[src/tcpct_pkg.sv]
// Shared types and constants of the TCP connection tracker.
// No dependencies; every other file imports this package.
package tcpct_pkg;

  localparam int QUEUE_DEPTH = 2;

  // command codes of an input transaction
  localparam logic [1:0] CMD_SEGMENT = 2'd0;
  localparam logic [1:0] CMD_TIMEOUT = 2'd1;
  localparam logic [1:0] CMD_LOCAL   = 2'd2;
  localparam logic [1:0] CMD_NONE    = 2'd3;

  // result status codes
  localparam logic [2:0] STS_OK         = 3'd0;
  localparam logic [2:0] STS_SHORT      = 3'd1;
  localparam logic [2:0] STS_BAD_HDR    = 3'd2;
  localparam logic [2:0] STS_NO_MATCH   = 3'd3;
  localparam logic [2:0] STS_RETRY_DONE = 3'd4;
  localparam logic [2:0] STS_TIMEOUT    = 3'd5;

  // connection states
  localparam logic [3:0] LS_CLOSED     = 4'd0;
  localparam logic [3:0] LS_LISTEN     = 4'd1;
  localparam logic [3:0] LS_SYN_SENT   = 4'd2;
  localparam logic [3:0] LS_SYN_RCVD   = 4'd3;
  localparam logic [3:0] LS_ESTAB      = 4'd4;
  localparam logic [3:0] LS_FIN_WAIT1  = 4'd5;
  localparam logic [3:0] LS_FIN_WAIT2  = 4'd6;
  localparam logic [3:0] LS_CLOSE_WAIT = 4'd7;
  localparam logic [3:0] LS_CLOSING    = 4'd8;
  localparam logic [3:0] LS_LAST_ACK   = 4'd9;
  localparam logic [3:0] LS_TIME_WAIT  = 4'd10;

  // flag bit positions
  localparam int FLAG_FIN = 0;
  localparam int FLAG_SYN = 1;
  localparam int FLAG_RST = 2;
  localparam int FLAG_ACK = 4;

  localparam logic [15:0] MIN_SEG_LEN  = 16'd20;
  localparam logic [5:0]  MIN_HDR      = 6'd20;
  localparam logic [5:0]  MAX_HDR      = 6'd60;
  localparam logic [31:0] MIN_RTO      = 32'd1000;
  localparam int          RTTVAR_SHIFT = 6;

  // register indexes (byte address / 4)
  localparam logic [2:0] REG_LOCAL_PORT  = 3'd0;
  localparam logic [2:0] REG_PEER_PORT   = 3'd1;
  localparam logic [2:0] REG_ACTIVE      = 3'd2;
  localparam logic [2:0] REG_MAX_SEGMENT = 3'd3;
  localparam logic [2:0] REG_RETRY_LIMIT = 3'd4;

  localparam logic [15:0] MAX_SEGMENT_RESET = 16'd536;
  localparam logic [7:0]  RETRY_LIMIT_RESET = 8'd5;

  typedef struct packed {
    logic [1:0]  cmd;
    logic [7:0]  seg_flags;
    logic [15:0] seg_len;
    logic [5:0]  header_bytes;
    logic [15:0] source_port;
    logic [15:0] dest_port;
    logic [31:0] ack_number;
    logic [31:0] smoothed_rtt;
    logic [31:0] rtt_variance;
    logic [31:0] send_next;
    logic [3:0]  new_state;
  } item_t;

  typedef struct packed {
    logic [2:0]  status;
    logic [3:0]  conn_state;
    logic [31:0] unacked_seq;
    logic [31:0] timeout_value;
    logic [31:0] resend_start;
    logic [15:0] resend_len;
  } result_t;

  typedef struct packed {
    logic [15:0] local_port;
    logic [15:0] peer_port;
    logic        connection_active;
    logic [15:0] max_segment;
    logic [7:0]  retry_limit;
  } cfg_t;

  // what the back end has to do with a queued transaction
  typedef enum logic [2:0] {
    OP_UPDATE,
    OP_DROP,
    OP_TIMEOUT,
    OP_LOAD,
    OP_NONE
  } op_t;

  typedef struct packed {
    op_t         op;
    logic [2:0]  drop_status;
    logic        fin;
    logic        syn;
    logic        rst;
    logic        ack;
    logic [31:0] ack_number;
    logic [31:0] timeout_value;
    logic [31:0] send_next;
    logic [3:0]  new_state;
  } entry_t;

endpackage

[src/tcpct_front.sv]
// Front end: accepts input transactions, runs the segment checks and the
// timeout arithmetic, and hands a classified entry to the queue. Uses tcpct_pkg.
module tcpct_front import tcpct_pkg::*; (
  input  logic   item_valid,
  input  item_t  item,
  input  cfg_t   cfg,
  input  logic   queue_full,
  output logic   item_stall,
  output logic   push,
  output entry_t entry
);

  logic [31:0] rto_sum;

  assign item_stall = queue_full;
  assign push       = item_valid && !queue_full;
  assign rto_sum    = (item.smoothed_rtt >> 1) + (item.rtt_variance << RTTVAR_SHIFT);

  always_comb begin
    entry               = '0;
    entry.fin           = item.seg_flags[FLAG_FIN];
    entry.syn           = item.seg_flags[FLAG_SYN];
    entry.rst           = item.seg_flags[FLAG_RST];
    entry.ack           = item.seg_flags[FLAG_ACK];
    entry.ack_number    = item.ack_number;
    entry.send_next     = item.send_next;
    entry.timeout_value = (rto_sum < MIN_RTO) ? MIN_RTO : rto_sum;
    entry.new_state     = (item.new_state > LS_TIME_WAIT) ? LS_CLOSED : item.new_state;
    entry.drop_status   = STS_OK;
    entry.op            = OP_NONE;
    unique case (item.cmd)
      CMD_SEGMENT: begin
        if (item.seg_len < MIN_SEG_LEN) begin
          entry.op          = OP_DROP;
          entry.drop_status = STS_SHORT;
        end else if (item.header_bytes < MIN_HDR || item.header_bytes > MAX_HDR) begin
          entry.op          = OP_DROP;
          entry.drop_status = STS_BAD_HDR;
        end else if (!cfg.connection_active || item.source_port != cfg.peer_port ||
                     item.dest_port != cfg.local_port) begin
          entry.op          = OP_DROP;
          entry.drop_status = STS_NO_MATCH;
        end else begin
          entry.op = OP_UPDATE;
        end
      end
      CMD_TIMEOUT: entry.op = OP_TIMEOUT;
      CMD_LOCAL:   entry.op = OP_LOAD;
      CMD_NONE:    entry.op = OP_NONE;
      default:     entry.op = OP_NONE;
    endcase
  end

endmodule

[src/tcpct_queue.sv]
// Short FIFO of classified entries between front and back end.
// Uses tcpct_pkg for the entry type.
module tcpct_queue import tcpct_pkg::*; #(
  parameter int DEPTH = QUEUE_DEPTH
) (
  input  logic   clk,
  input  logic   rst,
  input  logic   push,
  input  entry_t push_entry,
  input  logic   pop,
  output logic   full,
  output logic   empty,
  output entry_t head
);

  localparam int PTR_W = (DEPTH > 1) ? $clog2(DEPTH) : 1;
  localparam int CNT_W = $clog2(DEPTH + 1);
  localparam logic [PTR_W-1:0] LAST = PTR_W'(DEPTH - 1);

  entry_t           slots [DEPTH];
  logic [PTR_W-1:0] wr_ptr;
  logic [PTR_W-1:0] rd_ptr;
  logic [CNT_W-1:0] count;

  assign full  = (count == CNT_W'(DEPTH));
  assign empty = (count == '0);
  assign head  = slots[rd_ptr];

  always_ff @(posedge clk) begin
    if (push) begin
      slots[wr_ptr] <= push_entry;
    end
  end

  always_ff @(posedge clk) begin
    if (rst) begin
      wr_ptr <= '0;
      rd_ptr <= '0;
      count  <= '0;
    end else begin
      if (push) begin
        wr_ptr <= (wr_ptr == LAST) ? '0 : wr_ptr + 1'b1;
      end
      if (pop) begin
        rd_ptr <= (rd_ptr == LAST) ? '0 : rd_ptr + 1'b1;
      end
      if (push && !pop) begin
        count <= count + 1'b1;
      end else if (pop && !push) begin
        count <= count - 1'b1;
      end
    end
  end

  a_count_range: assert property (@(posedge clk) disable iff (rst)
    count <= CNT_W'(DEPTH))
    else $error("queue count above depth");

  a_push_grows: assert property (@(posedge clk) disable iff (rst)
    (push && !pop) |=> count == $past(count) + 1'b1)
    else $error("queue count did not grow on push");

endmodule

[src/tcpct_back.sv]
// Back end: applies queued entries to the connection state and holds the
// result register toward the output channel. Uses tcpct_pkg.
module tcpct_back import tcpct_pkg::*; (
  input  logic    clk,
  input  logic    rst,
  input  cfg_t    cfg,
  input  logic    queue_empty,
  input  entry_t  head,
  output logic    pop,
  output logic    result_valid,
  input  logic    result_stall,
  output result_t result
);

  logic [3:0]  link_state;
  logic [31:0] oldest_unacked;
  logic [7:0]  retry_count;

  logic [3:0]  link_state_next;
  logic [31:0] oldest_unacked_next;
  logic [7:0]  retry_count_next;
  result_t     result_next;

  logic [7:0]  retry_inc;
  logic [31:0] outstanding;
  logic [15:0] resend_len;

  function automatic logic [3:0] step_state(logic [3:0] s, logic fin, logic syn,
                                            logic rs, logic ack);
    logic [3:0] n;
    n = s;
    case (s)
      LS_LISTEN:     if (syn) n = LS_SYN_RCVD;
      LS_SYN_SENT:   if (syn && ack) n = LS_ESTAB; else if (rs) n = LS_CLOSED;
      LS_SYN_RCVD:   if (ack) n = LS_ESTAB; else if (rs) n = LS_CLOSED;
      LS_ESTAB:      if (fin) n = LS_CLOSE_WAIT; else if (rs) n = LS_CLOSED;
      LS_FIN_WAIT1: begin
        if (fin && ack) n = LS_TIME_WAIT;
        else if (ack) n = LS_FIN_WAIT2;
        else if (rs) n = LS_CLOSED;
      end
      LS_FIN_WAIT2:  if (fin) n = LS_TIME_WAIT; else if (rs) n = LS_CLOSED;
      LS_CLOSE_WAIT: if (ack) n = LS_LAST_ACK; else if (rs) n = LS_CLOSED;
      LS_CLOSING:    if (ack) n = LS_TIME_WAIT; else if (rs) n = LS_CLOSED;
      LS_LAST_ACK:   if (ack || rs) n = LS_CLOSED;
      LS_TIME_WAIT:  if (rs) n = LS_CLOSED;
      default:       n = LS_CLOSED;
    endcase
    return n;
  endfunction

  assign pop         = !queue_empty && (!result_valid || !result_stall);
  assign retry_inc   = retry_count + 1'b1;
  assign outstanding = head.send_next - oldest_unacked;

  // only a positive, nonzero window counts as outstanding
  always_comb begin
    resend_len = '0;
    if (outstanding != '0 && !outstanding[31]) begin
      resend_len = (outstanding > {16'd0, cfg.max_segment}) ? cfg.max_segment
                                                            : outstanding[15:0];
    end
  end

  always_comb begin
    link_state_next     = link_state;
    oldest_unacked_next = oldest_unacked;
    retry_count_next    = retry_count;
    result_next         = '0;
    result_next.status  = STS_OK;
    case (head.op)
      OP_UPDATE: begin
        link_state_next = step_state(link_state, head.fin, head.syn, head.rst, head.ack);
        if (head.ack && head.ack_number > oldest_unacked) begin
          oldest_unacked_next = head.ack_number;
        end
        if (head.fin) begin
          retry_count_next = '0;
        end
      end
      OP_DROP: result_next.status = head.drop_status;
      OP_TIMEOUT: begin
        retry_count_next = retry_inc;
        if (retry_inc >= cfg.retry_limit) begin
          link_state_next    = LS_CLOSED;
          result_next.status = STS_RETRY_DONE;
        end else begin
          result_next.status        = STS_TIMEOUT;
          result_next.timeout_value = head.timeout_value;
          result_next.resend_len    = resend_len;
          result_next.resend_start  = (resend_len != '0) ? oldest_unacked : '0;
        end
      end
      OP_LOAD: begin
        link_state_next     = head.new_state;
        oldest_unacked_next = head.ack_number;
      end
      default: ;
    endcase
    result_next.conn_state  = link_state_next;
    result_next.unacked_seq = oldest_unacked_next;
  end

  always_ff @(posedge clk) begin
    if (rst) begin
      link_state     <= LS_CLOSED;
      oldest_unacked <= '0;
      retry_count    <= '0;
      result_valid   <= 1'b0;
    end else begin
      if (pop) begin
        link_state     <= link_state_next;
        oldest_unacked <= oldest_unacked_next;
        retry_count    <= retry_count_next;
        result_valid   <= 1'b1;
      end else if (!result_stall) begin
        result_valid <= 1'b0;
      end
    end
  end

  always_ff @(posedge clk) begin
    if (pop) begin
      result <= result_next;
    end
  end

  a_retry_closes: assert property (@(posedge clk) disable iff (rst)
    (result_valid && result.status == STS_RETRY_DONE) |-> result.conn_state == LS_CLOSED)
    else $error("retry close left connection open");

  a_idle_fields: assert property (@(posedge clk) disable iff (rst)
    (result_valid && result.status != STS_TIMEOUT) |->
      (result.timeout_value == '0 && result.resend_len == '0 && result.resend_start == '0))
    else $error("timeout fields set outside a timeout result");

  a_unacked_tracks: assert property (@(posedge clk) disable iff (rst)
    pop |=> result.unacked_seq == oldest_unacked && result.conn_state == link_state)
    else $error("result does not match tracked state");

endmodule

[src/tcp_connection_tracker.sv]
// TCP connection tracker top level: configuration registers, front end,
// entry queue and back end. Uses tcpct_pkg, tcpct_front, tcpct_queue, tcpct_back.
//
// Usage:
//   item / item_valid / item_stall carry one event per transaction: a received
//   segment, a retransmit timeout or a local event that forces the state.
//   result / result_valid / result_stall return exactly one result per event,
//   in order. A transaction moves when valid is high and stall is low.
//   The APB port (registers at byte address 4*index) holds the ports, the
//   connection enable, the segment size cap and the retry limit; write it
//   only while no event is in flight. pready is always high.
// Flow: an accepted event is written into a queue slot and then into the
//   result register, together with result_valid; one event per cycle is
//   sustained while result_stall is low, since the back end applies each
//   entry to the connection state as it pops it.
// Reset (rst, synchronous): state closed, unacked number and retry count
//   zero, registers to their defaults, queue and result register empty.
// When the receiver stalls, the result is held, the queue absorbs up to
//   QUEUE_DEPTH_P further events, and then item_stall rises.
module tcp_connection_tracker import tcpct_pkg::*; #(
  parameter int QUEUE_DEPTH_P = QUEUE_DEPTH
) (
  input  logic        clk,
  input  logic        rst,
  input  logic        psel,
  input  logic        penable,
  input  logic        pwrite,
  input  logic [4:0]  paddr,
  input  logic [31:0] pwdata,
  output logic [31:0] prdata,
  output logic        pready,
  input  logic        item_valid,
  output logic        item_stall,
  input  item_t       item,
  output logic        result_valid,
  input  logic        result_stall,
  output result_t     result
);

  cfg_t       cfg;
  logic       push;
  logic       pop;
  logic       queue_full;
  logic       queue_empty;
  entry_t     push_entry;
  entry_t     head;
  logic [2:0] reg_index;

  assign pready    = 1'b1;
  assign reg_index = paddr[4:2];

  always_ff @(posedge clk) begin
    if (rst) begin
      cfg.local_port        <= '0;
      cfg.peer_port         <= '0;
      cfg.connection_active <= 1'b0;
      cfg.max_segment       <= MAX_SEGMENT_RESET;
      cfg.retry_limit       <= RETRY_LIMIT_RESET;
    end else if (psel && penable && pwrite) begin
      case (reg_index)
        REG_LOCAL_PORT:  cfg.local_port        <= pwdata[15:0];
        REG_PEER_PORT:   cfg.peer_port         <= pwdata[15:0];
        REG_ACTIVE:      cfg.connection_active <= pwdata[0];
        REG_MAX_SEGMENT: cfg.max_segment       <= pwdata[15:0];
        REG_RETRY_LIMIT: cfg.retry_limit       <= pwdata[7:0];
        default: ;
      endcase
    end
  end

  always_comb begin
    unique case (reg_index)
      REG_LOCAL_PORT:  prdata = {16'd0, cfg.local_port};
      REG_PEER_PORT:   prdata = {16'd0, cfg.peer_port};
      REG_ACTIVE:      prdata = {31'd0, cfg.connection_active};
      REG_MAX_SEGMENT: prdata = {16'd0, cfg.max_segment};
      REG_RETRY_LIMIT: prdata = {24'd0, cfg.retry_limit};
      default:         prdata = '0;
    endcase
  end

  tcpct_front u_front (
    .item_valid (item_valid),
    .item       (item),
    .cfg        (cfg),
    .queue_full (queue_full),
    .item_stall (item_stall),
    .push       (push),
    .entry      (push_entry)
  );

  tcpct_queue #(
    .DEPTH (QUEUE_DEPTH_P)
  ) u_queue (
    .clk        (clk),
    .rst        (rst),
    .push       (push),
    .push_entry (push_entry),
    .pop        (pop),
    .full       (queue_full),
    .empty      (queue_empty),
    .head       (head)
  );

  tcpct_back u_back (
    .clk          (clk),
    .rst          (rst),
    .cfg          (cfg),
    .queue_empty  (queue_empty),
    .head         (head),
    .pop          (pop),
    .result_valid (result_valid),
    .result_stall (result_stall),
    .result       (result)
  );

endmodule
[config.mk]
export PLATFORM = sky130hd
export DESIGN_NAME = tcp_connection_tracker
export DESIGN_NICKNAME = d
export VERILOG_FILES = /design/src/tcpct_pkg.sv /design/src/tcpct_front.sv /design/src/tcpct_queue.sv /design/src/tcpct_back.sv /design/src/tcp_connection_tracker.sv
export SDC_FILE = /design/constraint.sdc
export NUM_CORES = 1
export LEC_CHECK = 0
export ABC_AREA = 0
export BUFFER_PORTS_ARGS = -buffer_cell sky130_fd_sc_hd__clkbuf_2
export CAP_MARGIN = 20
export CORE_ASPECT_RATIO = 1.5
export CORE_MARGIN = 8
export CORE_UTILIZATION = 45
export DETAILED_ROUTE_END_ITERATION = 10
export GPL_TIMING_DRIVEN = 0
export PLACE_DENSITY = 0.66
export RECOVER_POWER = 50
export SYNTH_ARGS = -nofsm -noshare
export SYNTH_HDL_FRONTEND = slang
export SYNTH_SLANG_ARGS = --single-unit
[constraint.sdc]
create_clock -name clk -period 8 [get_ports clk]
set_input_delay 1.2 -clock clk [delete_from_list [all_inputs] [get_ports clk]]
set_output_delay 1.2 -clock clk [all_outputs]
set_load 0.03 [all_outputs]
==> metrics.yaml, run 1 <==
clock_network:
  htree_num_levels: 2
  ctsHoldBuffers: 0
  clock_sinks: 444
  clk-insertion-delay-late_ps: 570
  tritoncts: "yes"
  cts_post_setup_buffers_inserted: 0
  cts-root-buf: "clkbuf_16"
  clkTransAtPathRegs_ps: 60
  cts_buffers: 43
  clk_path_buf_depth: 3
final_layout:
  final_net_count: 2867
  drive_above_1_share: 0.1797
  final_common_cell: "edfxtp_1"
  area_growth_pct: 17.30
  mostFrequentLayoutCells: "edfxtp_1 (337), clkbuf_1 (221), clkbuf_2 (216)"
  design_area_um2: 27100
detailed_routing:
  vias: 17820
  route.detailed.drc: 0
  routed_wl_um: 68650
  wl_per_cell_um: 21.33
  drt_iter0_markers: 994
  post_drt_via_cell_ratio: 5.534
  ant_nets: 0
  drt_first_pass_iters: 6
worst_setup_path:
  end_kind: "flip-flop"
  r2r_end: "u_back.result[9]$_SDFFCE_PP0P_"
  cp.required_ps: 8310
  endpoint: "u_back.result[9]$_SDFFCE_PP0P_"
  worst-r2r-setup-slack_ps: 410
  r2r_cells: 24
  path_depth: 24
  cpPeakStageDelay_ps: 570
  worst-path-buf-inv: 7
  crit_chain: "clkbuf_1, clkbuf_2, clkdlybuf4s15_2, clkdlybuf4s15_2, clkbuf_2, mux2i_1, ha_1, fa_1, nand2b_1, a211oi_2, o211ai_1, a21oi_1, xor2_1, ha_1, a21oi_1, o21ai_0, a21oi_1, nand2_1, a211oi_1, and4_1, buf_6, buf_12, mux2i_1, nor2_2"
  startpoint_type: "flip-flop"
  critPathKind: "reg -> reg"
  crit_family: "buffers and inverters"
  worstPathArrival_ps: 7910
  path_common_cell: "a21oi_1"
  critPathSlowestCell: "clkdlybuf4s15_2"
  crit_fanout: 10
placed_design:
  placed_area_um2: 25940
  gp_congestion: 0.9222
  dp_hpwl_um: 53760
  port_buffers: 343
sta:
  fin_setup_tns_ps: 0
  setup_viol: 0
  layout_min_cycle_time_ps: 7592
  hold_viol_final: 0
  fin_worst_skew_ps: 31.76
  slew_headroom: -0.7249
  period_share: 0.9490
  tightest_slew_ps: 2587
  fmaxAchievable_mhz: 131.7
  drv_slew: 198
  rsz0062_at_grt: "no"
logic_synthesis:
  ys_seq_area_frac: 0.5308
  async_flop_share: 0
  synth_edf_count: 337
  synth_cells: 2095
  synthFlopType: "edfxtp_1"
  syn-cell-area_um2: 23100
  synth_seq_cells: 444
  yosys_warnings: 0
  ys_types: 85
  avgSynthCellArea_um2: 11.03
die:
  die_y_um: 293.5
  core_area_um2: 50670
  ios: 394
  std_cell_rows: 101
  dieWidth_um: 201
  dieArea_um2: 58990
  initial_core_util: 0.4559
worst_hold_path:
  hp-class: "reg -> reg"
global_routing:
  grt_antenna_before_repair: 12
  grt_max_degree: 80
  grt_pass1_wl_um: 104200
  grt_overflow: 0
  first_global_vias: 18620
  grt_util_all_layers: 0.2246
power:
  leakagePower_uw: 0.009928
  ir_worst_vdd_mv: 0.2038
  power.density_nw_per_um2: 359.1
run_status:
  failed_checks: "capacitance limit, slew limit"
  outcome: "finished, violations left"
run:
  drv_cap: 6
flip-flops by register name, summed over array words and instances (netlist names), named ones only:
| register | count |
|---|---|
| u_queue.wr_ptr | 1 |
| u_back.link_state | 4 |
| u_queue.rd_ptr | 1 |
| cfg | 57 |
| u_back.retry_count | 8 |
| u_back.result | 119 |
| u_back.oldest_unacked | 32 |
| u_queue.count | 2 |
| u_back.result_valid | 1 |
| u_queue.slots | 218 |
through the flow:
stage          total power [µW]  std cells  hold WS, ps  utilization  setup WS (ps)
6_report                   9732       3219        484.3       0.5348          407.7
5_1_grt                   10290       3214        510.0       0.5345          42.18
4_1_cts                    9863       3212        486.6       0.5401          223.1
3_5_place_dp               7787       3132        475.8       0.5119          -1099
3_3_place_gp               7743       3122        465.8       0.5074          -1959
2_1_floorplan              6436       2110        448.7            -           1601
where the power goes:
| part | leakage, µW | internal, µW | switching, µW | total (µW) |
|---|---|---|---|---|
| combinational | 0.00516 | 1400 | 2970 | 4370 |
| clock | 0.000685 | 1140 | 903 | 2040 |
| sequential | 0.00408 | 3160 | 154 | 3320 |
| total | 0.00993 | 5700 | 4030 | 9730 |
cell families after synthesis:
logic type / share of synthesized area
multiplexers: 0.07144
buffers and inverters: 0.03910
XOR/XNOR: 0.02730
flip-flops: 0.5308
other: 0.0003251
AO/OA/AOI/OAI: 0.1329
AND/OR/NAND/NOR: 0.1331
adder cells (fa/ha/maj): 0.06510
synthesized netlist by cell type (9+ instances only):
cell / number / share of area
nor3_1: 23 / 0.0050
a21o_1: 35 / 0.011
xnor2_1: 56 / 0.021
nand3_1: 26 / 0.0056
o21ai_0: 92 / 0.020
mux2_2: 71 / 0.035
and3_1: 15 / 0.0041
a211o_1: 13 / 0.0049
inv_1: 84 / 0.014
and2_1: 16 / 0.0043
o21a_1: 18 / 0.0058
o211ai_1: 17 / 0.0055
nor3_2: 30 / 0.013
dfxtp_1: 107 / 0.093
nand2_1: 196 / 0.032
nand4_1: 31 / 0.0084
or3_1: 9 / 0.0024
xor2_1: 16 / 0.0061
ha_1: 117 / 0.063
nor2_1: 195 / 0.032
a211oi_1: 52 / 0.017
mux2i_1: 85 / 0.037
buf_4: 20 / 0.0065
nor2b_1: 10 / 0.0027
a21oi_1: 138 / 0.030
a22oi_1: 12 / 0.0039
clkbuf_1: 79 / 0.013
buf_1: 10 / 0.0016
nand2b_1: 12 / 0.0032
nor4_1: 17 / 0.0046
edfxtp_1: 337 / 0.44
a31oi_1: 9 / 0.0024
layer usage:
layer | GRT usage | part of all wire | vias to the layer above
met5 | 0 | 0.00052 | -
met4 | 0.1147 | 0.051 | 6
li1 | - | - | 8539
met2 | 0.4214 | 0.52 | 599
met1 | 0.2330 | 0.36 | 8499
met3 | 0.04685 | 0.060 | 172
worst min path at each step:
stage                                     from                    to  slack, ps  cells after the start
after floorplan           cfg[44]$_SDFFE_PP0P_  cfg[44]$_SDFFE_PP0P_        450                      2
after global placement    cfg[44]$_SDFFE_PP0P_  cfg[44]$_SDFFE_PP0P_        470                      2
after detailed placement  cfg[44]$_SDFFE_PP0P_  cfg[44]$_SDFFE_PP0P_        480                      2
after CTS                 cfg[52]$_SDFFE_PP0P_  cfg[52]$_SDFFE_PP0P_        490                      2
after global routing      cfg[44]$_SDFFE_PP0P_  cfg[44]$_SDFFE_PP0P_        510                      2
final                     cfg[44]$_SDFFE_PP0P_  cfg[44]$_SDFFE_PP0P_        480                      2
worst reg2reg max path: stages (launching register included):
cell	delay, ps
dfxtp_1	300
clkbuf_1	240
clkbuf_2	380
clkdlybuf4s15_2	570
clkdlybuf4s15_2	580
clkbuf_2	410
mux2i_1	250
ha_1	270
fa_1	410
nand2b_1	200
a211oi_2	510
o211ai_1	200
a21oi_1	430
xor2_1	470
ha_1	360
a21oi_1	140
o21ai_0	130
a21oi_1	180
nand2_1	130
a211oi_1	280
and4_1	250
buf_6	170
buf_12	160
mux2i_1	290
nor2_2	40
area by class of cell:
class                   count  area, µm²
flip-flops and latches    444      12260
clock inverters            26      246.5
repair buffers            353       1653
plain buffers             121      603.1
fillers                  4523      23580
diodes                      7      17.52
inverters                  85      324.1
multi-input cells        1460       9998
well taps                 669      837.1
clock buffers              54       1159
repair_timing:
item | 4_1_cts | 5_1_grt
hold endpoints to repair | 0 | 0
endpoints found under the setup margin | 48 | 7
resized for setup | 7 | 2
No activity file was read; power rests on OpenSTA's default activity.
==> run 2, diff against run 1 <==
--- a/config.mk
+++ b/config.mk
@@ -6,5 +6,5 @@
 export NUM_CORES = 1
 export LEC_CHECK = 0
-export ABC_AREA = 0
+export ABC_AREA = 1
 export BUFFER_PORTS_ARGS = -buffer_cell sky130_fd_sc_hd__clkbuf_2
 export CAP_MARGIN = 20
==> constraint.sdc (replaced) <==
create_clock -name clk -period 8 [get_ports clk]
set_input_delay 1.2 -clock clk [delete_from_list [all_inputs] [get_ports clk]]
set_output_delay 1.2 -clock clk [all_outputs]
set_load 0.05 [all_outputs]
==> run 2 against run 1 <==
  * The flow still finishes with violations (capacitance limit, slew limit)
  * Cell area up 2.8%
  * Clock power is 2% higher
  * Clock skew is 7.3 ps lower
  * Setup slack improved by 250 ps
  * Wire length rose by 7.6%
  * Non-clock buffer count down 26
  * Die area rose by 3.1%
  * Maximum frequency up 3.4%
  * Synthesized cell count is 27% higher
  * Largest cell class unchanged
  * Largest power group unchanged
==> metrics.yaml, run 2 <==
run_status:
  outcome: "finished, violations left"
  failed_checks: "capacitance limit, slew limit"
worst_setup_path:
  critPathKind: "reg -> reg"
  crit_fanout: 19
  cpPeakStageDelay_ps: 600
  crit_family: "buffers and inverters"
  path_common_cell: "nand2_1"
  critPathSlowestCell: "clkbuf_1"
  worstPathArrival_ps: 7600
  worst-path-buf-inv: 8
  cp.required_ps: 8250
  startpoint_type: "flip-flop"
  end_kind: "flip-flop"
detailed_routing:
  wl_per_cell_um: 19.54
  route.detailed.drc: 0
  routed_wl_um: 73880
  drt_iter0_markers: 1203
  post_drt_via_cell_ratio: 5.269
  vias: 19930
  drt_first_pass_iters: 7
  ant_nets: 0
global_routing:
  grt_busiest_layer: "met2"
  grt_max_degree: 96
  met1_usage: 0.2496
  grt_util_all_layers: 0.2352
  grt_antenna_before_repair: 3
  grt_use_met3: 0.04867
  first_global_vias: 20560
  grt_overflow: 0
  grtUsageMet2: 0.4411
  grt_pass1_wl_um: 112300
clock_network:
  ctsHoldBuffers: 0
  clock_sinks: 444
  clkTransAtPathRegs_ps: 60
  cts_buffers: 42
  htree_num_levels: 2
  cts-root-buf: "clkbuf_16"
  clk-insertion-delay-late_ps: 560
  clk_path_buf_depth: 3
  tritoncts: "yes"
logic_synthesis:
  synth_common_cells: "nand2_1 (576), inv_1 (389), edfxtp_1 (337)"
  syn-cell-area_um2: 23880
  synth.area.top_cells: "edfxtp_1 (42%), nand2_1 (9.1%), dfxtp_1 (9.0%)"
  synth_area_leader_cell: "edfxtp_1"
  synthFlopType: "edfxtp_1"
  ys_types: 60
  yosys_warnings: 0
  ys_seq_area_frac: 0.5136
  synth_cells: 2656
  yosysTopAreaCellShare: 0.4239
  synth_most_common_cell: "nand2_1"
  async_flop_share: 0
  avgSynthCellArea_um2: 8.989
  synth_seq_cells: 444
  synth_edf_count: 337
power:
  leakagePower_uw: 0.01219
  power.density_nw_per_um2: 407.7
  ir_worst_vdd_mv: 0.3041
worst_hold_path:
  hp-class: "reg -> reg"
final_layout:
  area_growth_pct: 16.70
  antenna_cells: 0
  drive_above_1_share: 0.1300
  largest_register: "u_queue.slots"
  largest_reg_flops: 218
  design_area_um2: 27860
  mostFrequentLayoutCells: "nand2_1 (576), inv_1 (388), edfxtp_1 (337)"
  reg_top3: "u_queue.slots x218, u_back.result x119, cfg x57"
  final_net_count: 3426
  final_common_cell: "nand2_1"
sta:
  slew_headroom: -0.2720
  period_share: 0.9181
  fin_worst_skew_ps: 24.48
  tightest_slew_ps: 1908
  fin_setup_tns_ps: 0
  drv_slew: 171
  layout_min_cycle_time_ps: 7345
  rsz0062_at_grt: "no"
  setup_viol: 0
  fmaxAchievable_mhz: 136.2
  hold_viol_final: 0
die:
  die_y_um: 298.1
  dieWidth_um: 204.1
  std_cell_rows: 103
  ios: 394
  initial_core_util: 0.4541
  dieArea_um2: 60830
  core_area_um2: 52580
placed_design:
  dp_hpwl_um: 59170
  port_buffers: 343
  gp_congestion: 0.9163
  placed_area_um2: 26710
run:
  drv_cap: 6
[run 2: cell types whose count changed after synthesis, moves of 51 or more]
cell | before | now
a21oi_1 | 138 | 202
inv_1 | 84 | 389
o21ai_0 | 92 | 198
mux2i_1 | 85 | 34
mux2_2 | 71 | 0
nand2_1 | 196 | 576
[run 2: final cells by class]
| cell class | count | area (µm²) |
|---|---|---|
| tap | 682 | 853.3 |
| multi-input combinational | 1736 | 9716 |
| clock buffer | 50 | 1122 |
| fill | 4965 | 24720 |
| inverter | 395 | 1484 |
| clock inverter | 27 | 309.0 |
| sequential | 444 | 12260 |
| buffer | 95 | 469.2 |
| timing repair buffer | 353 | 1647 |
[run 2: timing repair]
item                                    CTS  global route
resized for setup                         1             0
cloned                                    0             0
endpoints found under the setup margin   32            32
buffers inserted                          0             0
[run 2: final timing paths]
| kind | cells after the start | end | startpoint | slack (ps) |
|---|---|---|---|---|
| hold / removal | 1 | flip-flop | u_queue.rd_ptr$_SDFFE_PP0P_ | 460 |
| hold reg to reg | 1 | flip-flop | u_queue.rd_ptr$_SDFFE_PP0P_ | 460 |
| setup / recovery | 29 | u_back.result[27]$_SDFFCE_PP0P_ | flip-flop | 660 |
| setup reg to reg | 29 | u_back.result[27]$_SDFFCE_PP0P_ | flip-flop | 660 |
[run 2: logic make-up after synthesis]
group / count (synthesis) / synth area share
and+or+nand+nor: 994 / 0.1849
AOI/OAI and AO/OA: 516 / 0.1215
buffers and inverters: 491 / 0.08186
DFF: 444 / 0.5136
adders and majority gates: 119 / 0.06299
xor gates and xnor gates: 56 / 0.02054
muxes: 34 / 0.01425
other: 2 / 0.0003145
[run 2: per-stage QoR]
step	instances	utilization	worst slack (ps)	power [µW]	hold slack [ps]
after floorplan	2671	-	1524	7675	425.7
after global routing	3782	0.5299	156.1	12100	487.8
after global placement	3696	0.5040	-1542	9321	437.7
after CTS	3782	0.5352	12.71	11490	464.7
after detailed placement	3705	0.5080	-297.7	9374	460.8
final	3782	0.5299	655.5	11360	462.1
[run 2: per-layer routing]
| metal | vias to the layer above | wire length, µm |
|---|---|---|
| li1 | 9731 | - |
| met1 | 9393 | 27450 |
| met2 | 643 | 38610 |
| met3 | 153 | 4742 |
| met4 | 6 | 3038 |
| met5 | - | 39 |
[run 2: report_power, final]
part           switching, µW  total (µW)  internal, µW  leakage (µW)
clock network            880        2090          1200      0.000695
logic                   4350        5820          1470       0.00740
registers                228        3460          3230       0.00409
==> run 3, diff against run 2 <==
CTS_BUF_LIST = sky130_fd_sc_hd__clkbuf_2   (was not set)
==> run 3 against run 2 <==
  * The run still ends with capacitance limit, slew limit left
  * Non-clock buffer count down 1
  * Hold slack worse by 89 ps
  * Sequential power about the same
  * Register-to-register slack worse by 70 ps
  * Die area unchanged
  * Clock power down 25%
  * Global-route usage up 0.18 points
  * Count of clock-buffer cells in the layout up 99
  * Critical path depth unchanged
  * Utilization down 0.67 points
==> metrics.yaml, run 3 (same netlist as run 2, synthesis figures left out) <==
sta:
  fin_setup_tns_ps: 0
  period_share: 0.9267
  layout_min_cycle_time_ps: 7413
  setup_viol: 0
  fin_worst_skew_ps: 97.66
  fmaxAchievable_mhz: 134.9
  holdWs_ps: 372.7
  tightest_slew_ps: 1942
  rsz0062_at_grt: "no"
  hold_viol_final: 0
  slew_headroom: -0.2949
  drv_slew: 173
  layout_setup_ws_ps: 586.6
final_layout:
  largest_reg_flops: 218
  reg_top3: "u_queue.slots x218, u_back.result x119, cfg x57"
  fillers: 5067
  final_net_count: 3482
  drive_above_1_share: 0.1782
  largest_register: "u_queue.slots"
  area_growth_pct: 15.22
  mostFrequentLayoutCells: "nand2_1 (576), clkbuf_2 (434), inv_1 (388)"
  final_common_cell: "nand2_1"
clock_network:
  cts_buffers: 99
  clk_path_buf_depth: 3
  ctsHoldBuffers: 0
  cts-root-buf: "clkbuf_2"
  clkTransAtPathRegs_ps: 110
  clock_sinks: 444
  clk-insertion-delay-late_ps: 1060
  cts_post_setup_buffers_inserted: 0
  htree_num_levels: 3
  tritoncts: "yes"
worst_setup_path:
  end_kind: "flip-flop"
  path_common_cell: "nand2_1"
  startpoint_type: "flip-flop"
  crit_fanout: 19
  worstPathArrival_ps: 8100
  r2r_cells: 29
  cpPeakStageDelay_ps: 620
  critPathSlowestCell: "clkbuf_1"
  critPathKind: "reg -> reg"
  cp.required_ps: 8690
detailed_routing:
  routed_wl_um: 74130
  routed.top_layer: "met5"
  ant_nets: 0
  post_drt_via_cell_ratio: 5.221
  met2_wirelength_um: 38730
  vias: 20300
  route.detailed.drc: 0
  wl_per_cell_um: 19.06
  wl_met1_um: 27150
  drt_iter0_markers: 1142
  drt_first_pass_iters: 5
  wl_met3_um: 5126
global_routing:
  grt_antenna_before_repair: 3
  grt_max_degree: 96
  grt_pass1_wl_um: 112800
  first_global_vias: 21040
  grt_overflow: 0
  grt_util_all_layers: 0.2370
worst_hold_path:
  hp-class: "in -> reg"
  holdPathStages: 1
placed_design:
  dp_hpwl_um: 59170
  place_ws_ps: -297.7
  gp_congestion: 0.9163
  port_buffers: 343
die:
  std_cell_rows: 103
  dieWidth_um: 204.1
  core_area_um2: 52580
  ios: 394
  dieArea_um2: 60830
  die_y_um: 298.1
  initial_core_util: 0.4541
run_status:
  outcome: "finished, violations left"
  failed_checks: "capacitance limit, slew limit"
power:
  seqPwrFrac: 0.318
  p_switching_uw: 5462
  p_int_uw: 5391
  switching_share: 0.5033
  comb_power_share: 0.538
  power.density_nw_per_um2: 394.5
  p_total_uw: 10850
  leakagePower_uw: 0.01246
  power_frac_clock: 0.144
  ir_worst_vdd_mv: 0.3140
run:
  drv_cap: 6
==> run 3: changes by cell type in the layout (fill, tap and decap cells not counted), moves of 2 or more <==
| cell | before | now |
|---|---|---|
| clkbuf_16 | 43 | 0 |
| clkinvlp_2 | 3 | 1 |
| diode_2 | 0 | 3 |
| clkbuf_2 | 210 | 434 |
| clkinv_4 | 2 | 0 |
| clkbuf_1 | 211 | 133 |
| inv_2 | 5 | 7 |
| clkbuf_8 | 2 | 0 |
| clkinv_2 | 6 | 4 |
| clkinv_1 | 6 | 20 |
| inv_6 | 3 | 1 |
| buf_12 | 2 | 0 |
==> run 3: stage by stage <==
stage	util	area, µm²	std cells
floorplan	-	23930	2671
global placement	0.5040	26500	3696
detailed placement	0.5080	26710	3705
CTS	0.5273	27730	3886
global route	0.5231	27510	3887
finish	0.5232	27510	3889
==> run 3: final timing paths <==
kind / from / to / slack [ps]
max: flip-flop / u_back.result[27]$_SDFFCE_PP0P_ / 590
min reg2reg: u_queue.rd_ptr$_SDFFE_PP0P_ / flip-flop / 470
min: item[120] / u_queue.slots[0][88]$_DFFE_PP_ / 370
max reg2reg: flip-flop / u_back.result[27]$_SDFFCE_PP0P_ / 590
==> run 3: routing by layer <==
metal / GRT usage / vias to the layer above
met5: 0 / -
met4: 0.1089 / 4
met3: 0.05573 / 172
met2: 0.4404 / 704
met1: 0.2469 / 9512
li1: - / 9911
==> run 3: what timing repair did <==
action                                  4_1_cts  5_1_grt
endpoints found under the hold margin         0        0
gates resized for setup                       1        0
endpoints found under the setup margin       32        0
==> run 3: power by group through the flow <==
stage / combinational (µW) / sequential, µW / clock [µW]
floorplan: 3090 / 4580 / 0
global placement: 5740 / 3580 / 0
detailed placement: 5880 / 3490 / 0
CTS: 5900 / 3440 / 1630
global route: 6420 / 3500 / 1720
finish: 5840 / 3450 / 1570
==> run 3: critical path, delay by kind of cell (launching register included) <==
kind / cells / cell delay, ps
AO/OA/AOI/OAI: 1 / 160
XOR/XNOR: 1 / 350
multiplexers: 1 / 170
AND/OR/NAND/NOR: 15 / 2220
adder cells (fa/ha/maj): 3 / 950
flip-flops: 1 / 350
buffers and inverters: 8 / 2860
==> run 3: layout make-up <==
| class | count | area [µm²] | area share |
|---|---|---|---|
| Inverter | 395 | 1484 | 0.05394 |
| Tap cell | 682 | 853.3 | 0.03102 |
| Clock buffer | 149 | 745.7 | 0.02711 |
| Clock inverter | 33 | 272.8 | 0.009915 |
| Antenna cell | 3 | 7.507 | 0.0002729 |
| Buffer | 95 | 469.2 | 0.01706 |
| Multi-Input combinational cell | 1736 | 9716 | 0.3532 |
| Sequential cell | 444 | 12260 | 0.4457 |
| Timing Repair Buffer | 352 | 1700 | 0.06181 |
